## config.mk

```make
export PLATFORM = sky130hd
export DESIGN_NAME = stereo_peaking_eq_biquad_core
export DESIGN_NICKNAME = d
export VERILOG_FILES = /design/src/rtl/core/sepq_pkg.sv /design/src/rtl/core/sepq_mac.sv /design/src/rtl/core/sepq_seq.sv /design/src/rtl/core/stereo_peaking_eq_biquad_core.sv
export SDC_FILE = /design/constraint.sdc
export NUM_CORES = 2
export LEC_CHECK = 0
export BUFFER_PORTS_ARGS = -buffer_cell sky130_fd_sc_hd__buf_2
export CAP_MARGIN = 25
export CORE_MARGIN = 1.5
export CORE_UTILIZATION = 55
export DETAILED_ROUTE_END_ITERATION = 16
export PLACE_DENSITY = 0.84
export RECOVER_POWER = 50
export REMOVE_ABC_BUFFERS = 1
export SLEW_MARGIN = 20
export SYNTH_ARGS = -nofsm -noshare
export SYNTH_HDL_FRONTEND = slang
export SYNTH_SLANG_ARGS = --single-unit
```

## constraint.sdc

```tcl
create_clock -name clk -period 9.3 [get_ports clk]
set_clock_uncertainty 0.2 [all_clocks]
set_input_delay 0.465 -clock clk [delete_from_list [all_inputs] [get_ports clk]]
set_output_delay 0.465 -clock clk [all_outputs]
set_load 0.005 [all_outputs]
```

## src/rtl/core/sepq_pkg.sv

```systemverilog
// Shared types, constants and helpers for the stereo peaking EQ biquad core.
`default_nettype none

package sepq_pkg;

    // Sample and coefficient formats
    localparam int SAMPLE_BITS = 24;               // Q1.23 samples
    localparam int COEF_BITS   = 32;               // Q6.26 coefficients
    localparam int FRAC_BITS   = 26;
    localparam int NUM_COEFS   = 5;
    localparam int REG_IDX_W   = 3;

    // Warm-up crossfade; length must be a power of two (division is a shift)
    localparam int WARMUP_FRAMES = 1024;
    localparam int CNT_W         = $clog2(WARMUP_FRAMES + 1);
    localparam int FADE_SH       = $clog2(WARMUP_FRAMES);
    localparam logic [CNT_W-1:0]   CNT_MAX   = CNT_W'(WARMUP_FRAMES);
    localparam logic [FADE_SH-1:0] FADE_HALF = FADE_SH'(WARMUP_FRAMES / 2);

    // Digit-serial multiplier geometry
    localparam int DIG_W  = 4;
    localparam int S_DIG  = SAMPLE_BITS / DIG_W;          // digits of a sample
    localparam int C_DIG  = (CNT_W + DIG_W) / DIG_W;      // digits of the count, sign bit zero
    localparam int DIDX_W = $clog2(S_DIG);
    localparam logic [DIDX_W-1:0] S_LAST = DIDX_W'(S_DIG - 1);
    localparam logic [DIDX_W-1:0] C_LAST = DIDX_W'(C_DIG - 1);
    localparam int OPA_W  = COEF_BITS + 1;                // room for a negated coefficient
    localparam int PROD_W = OPA_W + DIG_W + 1;
    localparam int ACC_W  = COEF_BITS + SAMPLE_BITS + 4;  // five products, no overflow

    // Rounding / saturation
    localparam int SAT_IN_W = ACC_W - FRAC_BITS + 1;
    localparam logic signed [SAT_IN_W-1:0] SAT_HI = SAT_IN_W'(2 ** (SAMPLE_BITS - 1) - 1);
    localparam logic signed [SAT_IN_W-1:0] SAT_LO = -SAT_HI - SAT_IN_W'(1);

    // Register indexes; also used as the product index of the MAC sequence
    localparam logic [REG_IDX_W-1:0] REG_B0 = 3'd0;
    localparam logic [REG_IDX_W-1:0] REG_B1 = 3'd1;
    localparam logic [REG_IDX_W-1:0] REG_B2 = 3'd2;
    localparam logic [REG_IDX_W-1:0] REG_A1 = 3'd3;
    localparam logic [REG_IDX_W-1:0] REG_A2 = 3'd4;

    localparam logic signed [COEF_BITS-1:0] COEF_B0_RESET = 32'sd67108864;

    typedef struct packed {
        logic signed [SAMPLE_BITS-1:0] left_in;
        logic signed [SAMPLE_BITS-1:0] right_in;
    } sepq_in_t;

    typedef struct packed {
        logic signed [SAMPLE_BITS-1:0] left_out;
        logic signed [SAMPLE_BITS-1:0] right_out;
    } sepq_out_t;

    typedef struct packed {
        logic              load;     // capture operands
        logic              clr;      // clear accumulator on load
        logic              step;     // one digit product
        logic              last;     // top digit, taken as signed
        logic [DIDX_W-1:0] dig_idx;
    } sepq_mac_ctl_t;

    typedef struct packed {
        logic                 in_ready;
        sepq_mac_ctl_t        mac;
        logic [REG_IDX_W-1:0] prod_idx;
        logic                 ch;
        logic                 fade_op;
        logic                 round_en;
        logic                 fround_en;
        logic                 out_en;
    } sepq_seq_t;

    function automatic logic signed [SAMPLE_BITS-1:0] sat_sample(
        input logic signed [SAT_IN_W-1:0] v
    );
        logic signed [SAMPLE_BITS-1:0] r;
        if (v > SAT_HI)
        begin
            r = SAMPLE_BITS'(SAT_HI);
        end
        else if (v < SAT_LO)
        begin
            r = SAMPLE_BITS'(SAT_LO);
        end
        else
        begin
            r = SAMPLE_BITS'(v);
        end
        return r;
    endfunction

endpackage

`default_nettype wire

```

## src/rtl/core/sepq_mac.sv

```systemverilog
// Digit-serial multiply-accumulate: coefficient times sample, 4 bits per cycle.
`default_nettype none

module sepq_mac
    import sepq_pkg::*;
(
    input  wire logic                    clk,
    input  wire sepq_mac_ctl_t           ctl,
    input  wire logic signed [OPA_W-1:0] opa,
    input  wire logic [SAMPLE_BITS-1:0]  opb,
    output logic signed [ACC_W-1:0]      acc
);

    logic signed [OPA_W-1:0]   a_reg;
    logic [SAMPLE_BITS-1:0]    b_reg;
    logic signed [ACC_W-1:0]   acc_reg;
    logic signed [DIG_W:0]     digit;
    logic signed [PROD_W-1:0]  prod;
    logic signed [ACC_W-1:0]   part;

    // low digit of the shift register; top digit carries the sign
    assign digit = ctl.last ? $signed({b_reg[DIG_W-1], b_reg[DIG_W-1:0]})
                            : $signed({1'b0, b_reg[DIG_W-1:0]});
    // both operands widened to the product width before the multiply
    assign prod  = PROD_W'(a_reg) * PROD_W'(digit);
    assign part  = ACC_W'(prod) <<< (ctl.dig_idx * DIG_W);

    always_ff @(posedge clk)
    begin
        if (ctl.load)
        begin
            a_reg <= opa;
            b_reg <= opb;
            if (ctl.clr)
            begin
                acc_reg <= '0;
            end
        end
        else if (ctl.step)
        begin
            acc_reg <= acc_reg + part;
            b_reg   <= b_reg >> DIG_W;
        end
    end

    assign acc = acc_reg;

endmodule

`default_nettype wire

```

## src/rtl/core/sepq_seq.sv

```systemverilog
// Frame sequencer: walks products, rounding and crossfade for both channels.
`default_nettype none

module sepq_seq
    import sepq_pkg::*;
(
    input  wire logic clk,
    input  wire logic rst_n,
    input  wire logic in_valid,
    input  wire logic fade,
    input  wire logic out_free,
    output sepq_seq_t ctl
);

    localparam logic [2:0] ST_IDLE   = 3'd0;
    localparam logic [2:0] ST_LOAD   = 3'd1;
    localparam logic [2:0] ST_STEP   = 3'd2;
    localparam logic [2:0] ST_ROUND  = 3'd3;
    localparam logic [2:0] ST_FLOAD  = 3'd4;
    localparam logic [2:0] ST_FSTEP  = 3'd5;
    localparam logic [2:0] ST_FROUND = 3'd6;
    localparam logic [2:0] ST_OUT    = 3'd7;

    logic [2:0]           state_reg, state_next;
    logic                 ch_reg, ch_next;
    logic [REG_IDX_W-1:0] prod_reg, prod_next;
    logic [DIDX_W-1:0]    dig_reg, dig_next;

    always_comb
    begin
        state_next      = state_reg;
        ch_next         = ch_reg;
        prod_next       = prod_reg;
        dig_next        = dig_reg;
        ctl             = '0;
        ctl.ch          = ch_reg;
        ctl.prod_idx    = prod_reg;
        ctl.mac.dig_idx = dig_reg;

        case (state_reg)
            ST_IDLE:
            begin
                ctl.in_ready = 1'b1;
                if (in_valid)
                begin
                    ch_next    = 1'b0;
                    prod_next  = REG_B0;
                    state_next = ST_LOAD;
                end
            end
            ST_LOAD:
            begin
                ctl.mac.load = 1'b1;
                ctl.mac.clr  = (prod_reg == REG_B0);
                dig_next     = '0;
                state_next   = ST_STEP;
            end
            ST_STEP:
            begin
                ctl.mac.step = 1'b1;
                ctl.mac.last = (dig_reg == S_LAST);
                if (dig_reg == S_LAST)
                begin
                    if (prod_reg == REG_A2)
                    begin
                        state_next = ST_ROUND;
                    end
                    else
                    begin
                        prod_next  = prod_reg + 1'b1;
                        state_next = ST_LOAD;
                    end
                end
                else
                begin
                    dig_next = dig_reg + 1'b1;
                end
            end
            ST_ROUND:
            begin
                ctl.round_en = 1'b1;
                if (fade)
                begin
                    state_next = ST_FLOAD;
                end
                else if (!ch_reg)
                begin
                    ch_next    = 1'b1;
                    prod_next  = REG_B0;
                    state_next = ST_LOAD;
                end
                else
                begin
                    state_next = ST_OUT;
                end
            end
            ST_FLOAD:
            begin
                ctl.mac.load = 1'b1;
                ctl.mac.clr  = 1'b1;
                ctl.fade_op  = 1'b1;
                dig_next     = '0;
                state_next   = ST_FSTEP;
            end
            ST_FSTEP:
            begin
                ctl.mac.step = 1'b1;
                ctl.fade_op  = 1'b1;
                ctl.mac.last = (dig_reg == C_LAST);
                if (dig_reg == C_LAST)
                begin
                    state_next = ST_FROUND;
                end
                else
                begin
                    dig_next = dig_reg + 1'b1;
                end
            end
            ST_FROUND:
            begin
                ctl.fround_en = 1'b1;
                if (!ch_reg)
                begin
                    ch_next    = 1'b1;
                    prod_next  = REG_B0;
                    state_next = ST_LOAD;
                end
                else
                begin
                    state_next = ST_OUT;
                end
            end
            ST_OUT:
            begin
                if (out_free)
                begin
                    ctl.out_en = 1'b1;
                    state_next = ST_IDLE;
                end
            end
            default:
            begin
                state_next = ST_IDLE;
            end
        endcase
    end

    always_ff @(posedge clk or negedge rst_n)
    begin
        if (!rst_n)
        begin
            state_reg <= ST_IDLE;
            ch_reg    <= 1'b0;
            prod_reg  <= REG_B0;
            dig_reg   <= '0;
        end
        else
        begin
            state_reg <= state_next;
            ch_reg    <= ch_next;
            prod_reg  <= prod_next;
            dig_reg   <= dig_next;
        end
    end

endmodule

`default_nettype wire

```

## src/rtl/core/stereo_peaking_eq_biquad_core.sv

```systemverilog
// Top level of the stereo peaking EQ biquad core (direct form I, warm-up crossfade).
`default_nettype none

// Stereo direct-form-I biquad. Each input transfer carries one left/right frame
// of signed Q1.23 samples; each output transfer carries the filtered frame,
// rounded half-up and saturated to 24 bits. Five Q6.26 coefficients (b0, b1,
// b2, a1, a2; a1/a2 are subtracted) are written through cfg_we/cfg_idx/cfg_data;
// the user must write them only while the core is idle (the core does not
// enforce this); indexes past a2 are ignored. After reset the first 1024 frames
// fade linearly from the dry input to the filtered output (first frame fully
// dry, ties rounded away from zero); history always keeps the filtered sample.
// All products go through one 33x5-bit digit-serial multiplier that consumes
// 4 bits of the sample operand per cycle. A frame occupies the core from the
// cycle of its input transfer through the cycle that loads the output register:
// the transfer, per channel five products of one load and the digit steps of
// the sample, then a rounding step, plus a crossfade load, digit steps and
// rounding per channel while warming, and the output cycle. The output cycle
// waits as long as the previous result is still held in the output register.
// A new frame is taken as soon as the previous result sits in the output register.
module stereo_peaking_eq_biquad_core
    import sepq_pkg::*;
(
    input  wire logic                 clk,
    input  wire logic                 rst_n,
    input  wire logic                 in_valid,
    output logic                      in_ready,
    input  wire sepq_in_t             in_data,
    output logic                      out_valid,
    input  wire logic                 out_ready,
    output sepq_out_t                 out_data,
    input  wire logic                 cfg_we,
    input  wire logic [REG_IDX_W-1:0] cfg_idx,
    input  wire logic [COEF_BITS-1:0] cfg_data
);

    sepq_seq_t ctl;

    // coefficient file
    logic signed [COEF_BITS-1:0]   coef_reg [NUM_COEFS];

    // frame under work and per-channel history (index = channel)
    sepq_in_t                      in_reg;
    logic signed [SAMPLE_BITS-1:0] x1_reg [2];
    logic signed [SAMPLE_BITS-1:0] x2_reg [2];
    logic signed [SAMPLE_BITS-1:0] y1_reg [2];
    logic signed [SAMPLE_BITS-1:0] y2_reg [2];
    logic signed [SAMPLE_BITS-1:0] res_reg [2];

    // warm-up state
    logic [CNT_W-1:0]              cnt_reg;
    logic                          warming_reg;

    // output register
    logic                          out_valid_reg;
    sepq_out_t                     out_data_reg;
    logic                          out_free;

    // datapath
    logic signed [OPA_W-1:0]       opa;
    logic [SAMPLE_BITS-1:0]        opb;
    logic signed [ACC_W-1:0]       acc;
    logic signed [SAMPLE_BITS-1:0] x_ch;
    logic signed [SAMPLE_BITS:0]   diff;
    logic signed [SAT_IN_W-2:0]    ysh;
    logic signed [SAT_IN_W-1:0]    yrnd;
    logic signed [SAMPLE_BITS-1:0] y;
    logic signed [SAT_IN_W-2:0]    qb;
    logic [FADE_SH-1:0]            qlow;
    logic                          qinc;
    logic signed [SAT_IN_W-1:0]    osum;
    logic signed [SAMPLE_BITS-1:0] o;

    assign out_free = !out_valid_reg || out_ready;
    assign in_ready = ctl.in_ready;
    assign x_ch     = ctl.ch ? in_reg.right_in : in_reg.left_in;

    sepq_seq u_seq (
        .clk      (clk),
        .rst_n    (rst_n),
        .in_valid (in_valid),
        .fade     (warming_reg),
        .out_free (out_free),
        .ctl      (ctl)
    );

    // Operand select. Feedback taps are negated here so the MAC only adds.
    // The crossfade product is (y - x) * count, y taken from fresh history.
    always_comb
    begin
        diff = (SAMPLE_BITS + 1)'(y1_reg[ctl.ch]) - (SAMPLE_BITS + 1)'(x_ch);
        opa  = '0;
        opb  = '0;
        if (ctl.fade_op)
        begin
            opa = OPA_W'(diff);
            opb = SAMPLE_BITS'(cnt_reg);
        end
        else
        begin
            case (ctl.prod_idx)
                REG_B0:
                begin
                    opa = OPA_W'(coef_reg[REG_B0]);
                    opb = x_ch;
                end
                REG_B1:
                begin
                    opa = OPA_W'(coef_reg[REG_B1]);
                    opb = x1_reg[ctl.ch];
                end
                REG_B2:
                begin
                    opa = OPA_W'(coef_reg[REG_B2]);
                    opb = x2_reg[ctl.ch];
                end
                REG_A1:
                begin
                    opa = -(OPA_W'(coef_reg[REG_A1]));
                    opb = y1_reg[ctl.ch];
                end
                REG_A2:
                begin
                    opa = -(OPA_W'(coef_reg[REG_A2]));
                    opb = y2_reg[ctl.ch];
                end
                default:
                begin
                    opa = '0;
                    opb = '0;
                end
            endcase
        end
    end

    sepq_mac u_mac (
        .clk (clk),
        .ctl (ctl.mac),
        .opa (opa),
        .opb (opb),
        .acc (acc)
    );

    // Round half up: floor(acc / 2^26) plus the bit just below the cut.
    assign ysh  = acc[ACC_W-1:FRAC_BITS];
    assign yrnd = SAT_IN_W'(ysh) + SAT_IN_W'(acc[FRAC_BITS-1]);
    assign y    = sat_sample(yrnd);

    // Crossfade: divide by the fade length, ties away from zero.
    // Negative sums round up only strictly above the half point.
    assign qb   = acc[FADE_SH+SAT_IN_W-2:FADE_SH];
    assign qlow = acc[FADE_SH-1:0];
    assign qinc = acc[ACC_W-1] ? (qlow > FADE_HALF) : (qlow >= FADE_HALF);
    assign osum = SAT_IN_W'(qb) + SAT_IN_W'(qinc) + SAT_IN_W'(x_ch);
    assign o    = sat_sample(osum);

    // configuration writes
    always_ff @(posedge clk or negedge rst_n)
    begin
        if (!rst_n)
        begin
            coef_reg[REG_B0] <= COEF_B0_RESET;
            coef_reg[REG_B1] <= '0;
            coef_reg[REG_B2] <= '0;
            coef_reg[REG_A1] <= '0;
            coef_reg[REG_A2] <= '0;
        end
        else if (cfg_we)
        begin
            case (cfg_idx)
                REG_B0:  coef_reg[REG_B0] <= cfg_data;
                REG_B1:  coef_reg[REG_B1] <= cfg_data;
                REG_B2:  coef_reg[REG_B2] <= cfg_data;
                REG_A1:  coef_reg[REG_A1] <= cfg_data;
                REG_A2:  coef_reg[REG_A2] <= cfg_data;
                default: ;
            endcase
        end
    end

    // input frame capture
    always_ff @(posedge clk)
    begin
        if (in_valid && ctl.in_ready)
        begin
            in_reg <= in_data;
        end
    end

    // filter history, updated once per channel when its sum is rounded
    always_ff @(posedge clk or negedge rst_n)
    begin
        if (!rst_n)
        begin
            x1_reg <= '{default: '0};
            x2_reg <= '{default: '0};
            y1_reg <= '{default: '0};
            y2_reg <= '{default: '0};
        end
        else if (ctl.round_en)
        begin
            x2_reg[ctl.ch] <= x1_reg[ctl.ch];
            x1_reg[ctl.ch] <= x_ch;
            y2_reg[ctl.ch] <= y1_reg[ctl.ch];
            y1_reg[ctl.ch] <= y;
        end
    end

    // per-channel results awaiting the output register
    always_ff @(posedge clk)
    begin
        if (ctl.round_en && !warming_reg)
        begin
            res_reg[ctl.ch] <= y;
        end
        else if (ctl.fround_en)
        begin
            res_reg[ctl.ch] <= o;
        end
    end

    // warm-up counter, advanced as each frame leaves
    always_ff @(posedge clk or negedge rst_n)
    begin
        if (!rst_n)
        begin
            cnt_reg     <= '0;
            warming_reg <= 1'b1;
        end
        else if (ctl.out_en && warming_reg)
        begin
            if (cnt_reg < CNT_MAX)
            begin
                cnt_reg <= cnt_reg + 1'b1;
            end
            if (cnt_reg + CNT_W'(1) >= CNT_MAX)
            begin
                warming_reg <= 1'b0;
            end
        end
    end

    // output register
    always_ff @(posedge clk or negedge rst_n)
    begin
        if (!rst_n)
        begin
            out_valid_reg <= 1'b0;
        end
        else if (ctl.out_en)
        begin
            out_valid_reg <= 1'b1;
        end
        else if (out_ready)
        begin
            out_valid_reg <= 1'b0;
        end
    end

    always_ff @(posedge clk)
    begin
        if (ctl.out_en)
        begin
            out_data_reg.left_out  <= res_reg[0];
            out_data_reg.right_out <= res_reg[1];
        end
    end

    assign out_valid = out_valid_reg;
    assign out_data  = out_data_reg;

    // once warm-up ends the count rests at the fade length
    a_warm_done: assert property (@(posedge clk) disable iff (!rst_n)
        !warming_reg |-> (cnt_reg == CNT_MAX))
        else $error("warm-up ended with count short of fade length");

    // one frame at a time: after an input transfer the core is busy
    a_busy: assert property (@(posedge clk) disable iff (!rst_n)
        (in_valid && in_ready) |=> !in_ready)
        else $error("input taken while a frame is in progress");

    // a result is never loaded over one still waiting
    a_out_slot: assert property (@(posedge clk) disable iff (!rst_n)
        ctl.out_en |-> (!out_valid_reg || out_ready))
        else $error("output register overwritten");

    // crossfade pass only runs during warm-up
    a_fade_phase: assert property (@(posedge clk) disable iff (!rst_n)
        (ctl.fround_en || ctl.fade_op) |-> warming_reg)
        else $error("crossfade pass outside warm-up");

endmodule

`default_nettype wire
```

==> flow_summary.ini <==
[outcome]
status = finished with violations
violations = capacitance limit, slew limit

[critical_path]
worstSetupEndpointType = register
cp_max_fo = 4
critical_path_class = register to register
cp-start-kind = register
max_stage_delay_ns = 0.56
worst_ep_required_time_ns = 9.46
cp_slowest_cell = fa_1
worstPathArrival_ns = 9.19
r2r_cells = 35

[sta]
hold_violations = 0
maxSlewViolCount = 523
fin_crit_ns = 9.024
setup_tns_ns = 0
timing.fmax_mhz = 110.8
worstMarginPinSlew_ns = 5.552
min_period_over_period_pct = 97.03
finalSetupViolCount = 0
slew_headroom_pct = -270.2

[floorplan]
rows = 101
coreArea_um2 = 75950
die_x_um = 280.0
dieArea_um2 = 78370
initial_core_util_pct = 55.54
die_h_um = 280.0
pin_count = 138

[clocking]
clockRootBuffer = clkbuf_16
clk_path_buf_depth = 3
cts_sinks = 636
h-tree-depth = 3
cts_made_buffers = 70
cts_tree = done
worstSkewPairLatency_ns = 0.66
clkTransAtPathRegs_ns = 0.06

[yosys]
synth_area_leaders = dfrtp_1 22%, edfxtp_1 19%, mux2_2 7.2%
synth-async-reset-ratio_pct = 58.96
syn_inst = 4282
syn_area_per_cell_um2 = 9.852
synth-seq-cells = 636
synth_cell_types = 102
synth.top_cell.area_share_pct = 22.13
ys.flop_type = dfrtp_1
yosysMostFrequentCell = nand2_1
synth_top_area_cell = dfrtp_1
seq_area_frac_synth_pct = 40.83
netlist_area_um2 = 42190
synth.cells.most_frequent = 508 x nand2_1, 373 x dfrtp_1, 297 x inv_1, 270 x mux2_2, 261 x edfxtp_1
synth-edff-count = 261
yosys_warnings = 0

[route]
route.met3.wl_um = 10640
routed_via_density = 6.208
wl_per_cell_um = 21.35
met1_length_um = 47250
met2_length_um = 54770
vias = 34291
wirelength_um = 118000
postRouteAntennaNets = 0
dr.max_layer_used = met5
first_pass_iters = 8
drt_iter0_drc = 3884
drc = 0

[hold_path]
min_path_type = primary input to register
hold_depth = 3

[global_route]
grt_pass1_wl_um = 185000
grt_util_all_layers_pct = 29.87
grt_overflow_total = 0
antenna_found_initial = 2
grt_pass1_vias = 33743
grt_max_degree = 103

[final_layout]
drive_above_1_share_pct = 14.36
syn_to_final_growth_pct = 12.28
postLayoutCellArea_um2 = 47370
final_nets = 4827
largest_register_ff_count = 160

[place]
gp_congestion = 0.9803
place_area_um2 = 43960
hpwl_um = 82380
port_buffers = 137

[job]
cap_violations = 11
[critical path: cells and delay by family (launching register included)]
kind                       cells  cell delay [ns]
and+or+nand+nor                7             0.92
DFF                            1             0.41
xor gates and xnor gates       1             0.29
adders and majority gates      6             2.46
AOI/OAI and AO/OA             16             3.70
buffers and inverters          3             0.35
muxes                          2             0.43
[stage by stage]
stage / worst slack (ns) / util [%] / std cells / hold slack, ns
2_1_floorplan: -1.342 / - / 4072 / -0.03059
3_3_place_gp: 0.2648 / 57.87 / 5304 / 0.2002
3_5_place_dp: 0.1313 / 57.88 / 5305 / 0.2045
4_1_cts: 0.07009 / 62.28 / 5516 / 0.08914
5_1_grt: -0.07245 / 62.36 / 5522 / 0.1470
6_report: 0.2758 / 62.37 / 5524 / 0.1246
[final cells by class]
class | count | area (µm²)
multi-input combinational | 3136 | 23230
tap | 1030 | 1289
timing repair buffer | 290 | 1964
clock inverter | 26 | 381.6
clock buffer | 104 | 2145
sequential | 636 | 17230
inverter | 300 | 1126
antenna | 2 | 5.005
fill | 5922 | 28580
[timing repair]
action,4_1_cts,5_1_grt
buffers inserted,0,5
gates resized for setup,0,35
hold endpoints to repair,305,0
setup endpoints to repair,0,17
hold buffers,81,0
[routing by layer]
layer,GRT usage (%),vias to the layer above
li1,-,15544
met1,39.07,16732
met2,48.15,1696
met3,5.705,317
met4,13.69,2
met5,0,-
[final timing paths]
check	startpoint	endpoint	slack (ns)
max	u_seq.dig_reg[1]	u_mac.acc[56]	0.28
min in group asynchronous	rst_n	coef_reg[113]	2.23
min reg2reg	res_reg[1][9]	out_data[9]	0.21
min	out_ready	out_valid	0.12
max reg2reg	u_seq.dig_reg[1]	u_mac.acc[56]	0.28
max in group asynchronous	rst_n	x1_reg[14]	1.35
[logic make-up (layout without fill, tap and decap cells)]
kind of cell,Yosys count,after routing,synth area share [%]
other cells,0,2,0
xor+xnor,218,218,4.544
simple gates,1269,1269,14.29
fa+ha+maj,305,305,10.91
flops,636,636,40.83
mux,372,372,9.627
compound gates,972,972,15.14
buf+inv,510,720,4.651
[cells in the final DEF (no fill, tap or decap), types with 24 or more instances in the layout]
cell,count
mux2i_1,102
a31oi_1,39
nand2b_1,35
nand4_1,30
ha_1,194
a222oi_1,25
fa_1,104
buf_2,104
nand3_1,76
nor2_1,237
mux2_2,269
o21bai_1,29
a211oi_1,32
a21oi_1,208
dlygate4sd3_1,81
o22ai_1,49
nor2b_1,24
o21ai_0,242
and2_1,141
clkbuf_1,55
nor3_1,63
edfxtp_1,261
a21o_1,84
nand2_1,507
dfrtp_1,372
xnor2_1,123
clkbuf_16,74
xor2_1,94
buf_4,58
and3_1,35
inv_1,298
Power is left out: the tool's default activity adds up to more than one toggle a clock period on the data nets, which glitch-free logic cannot reach.
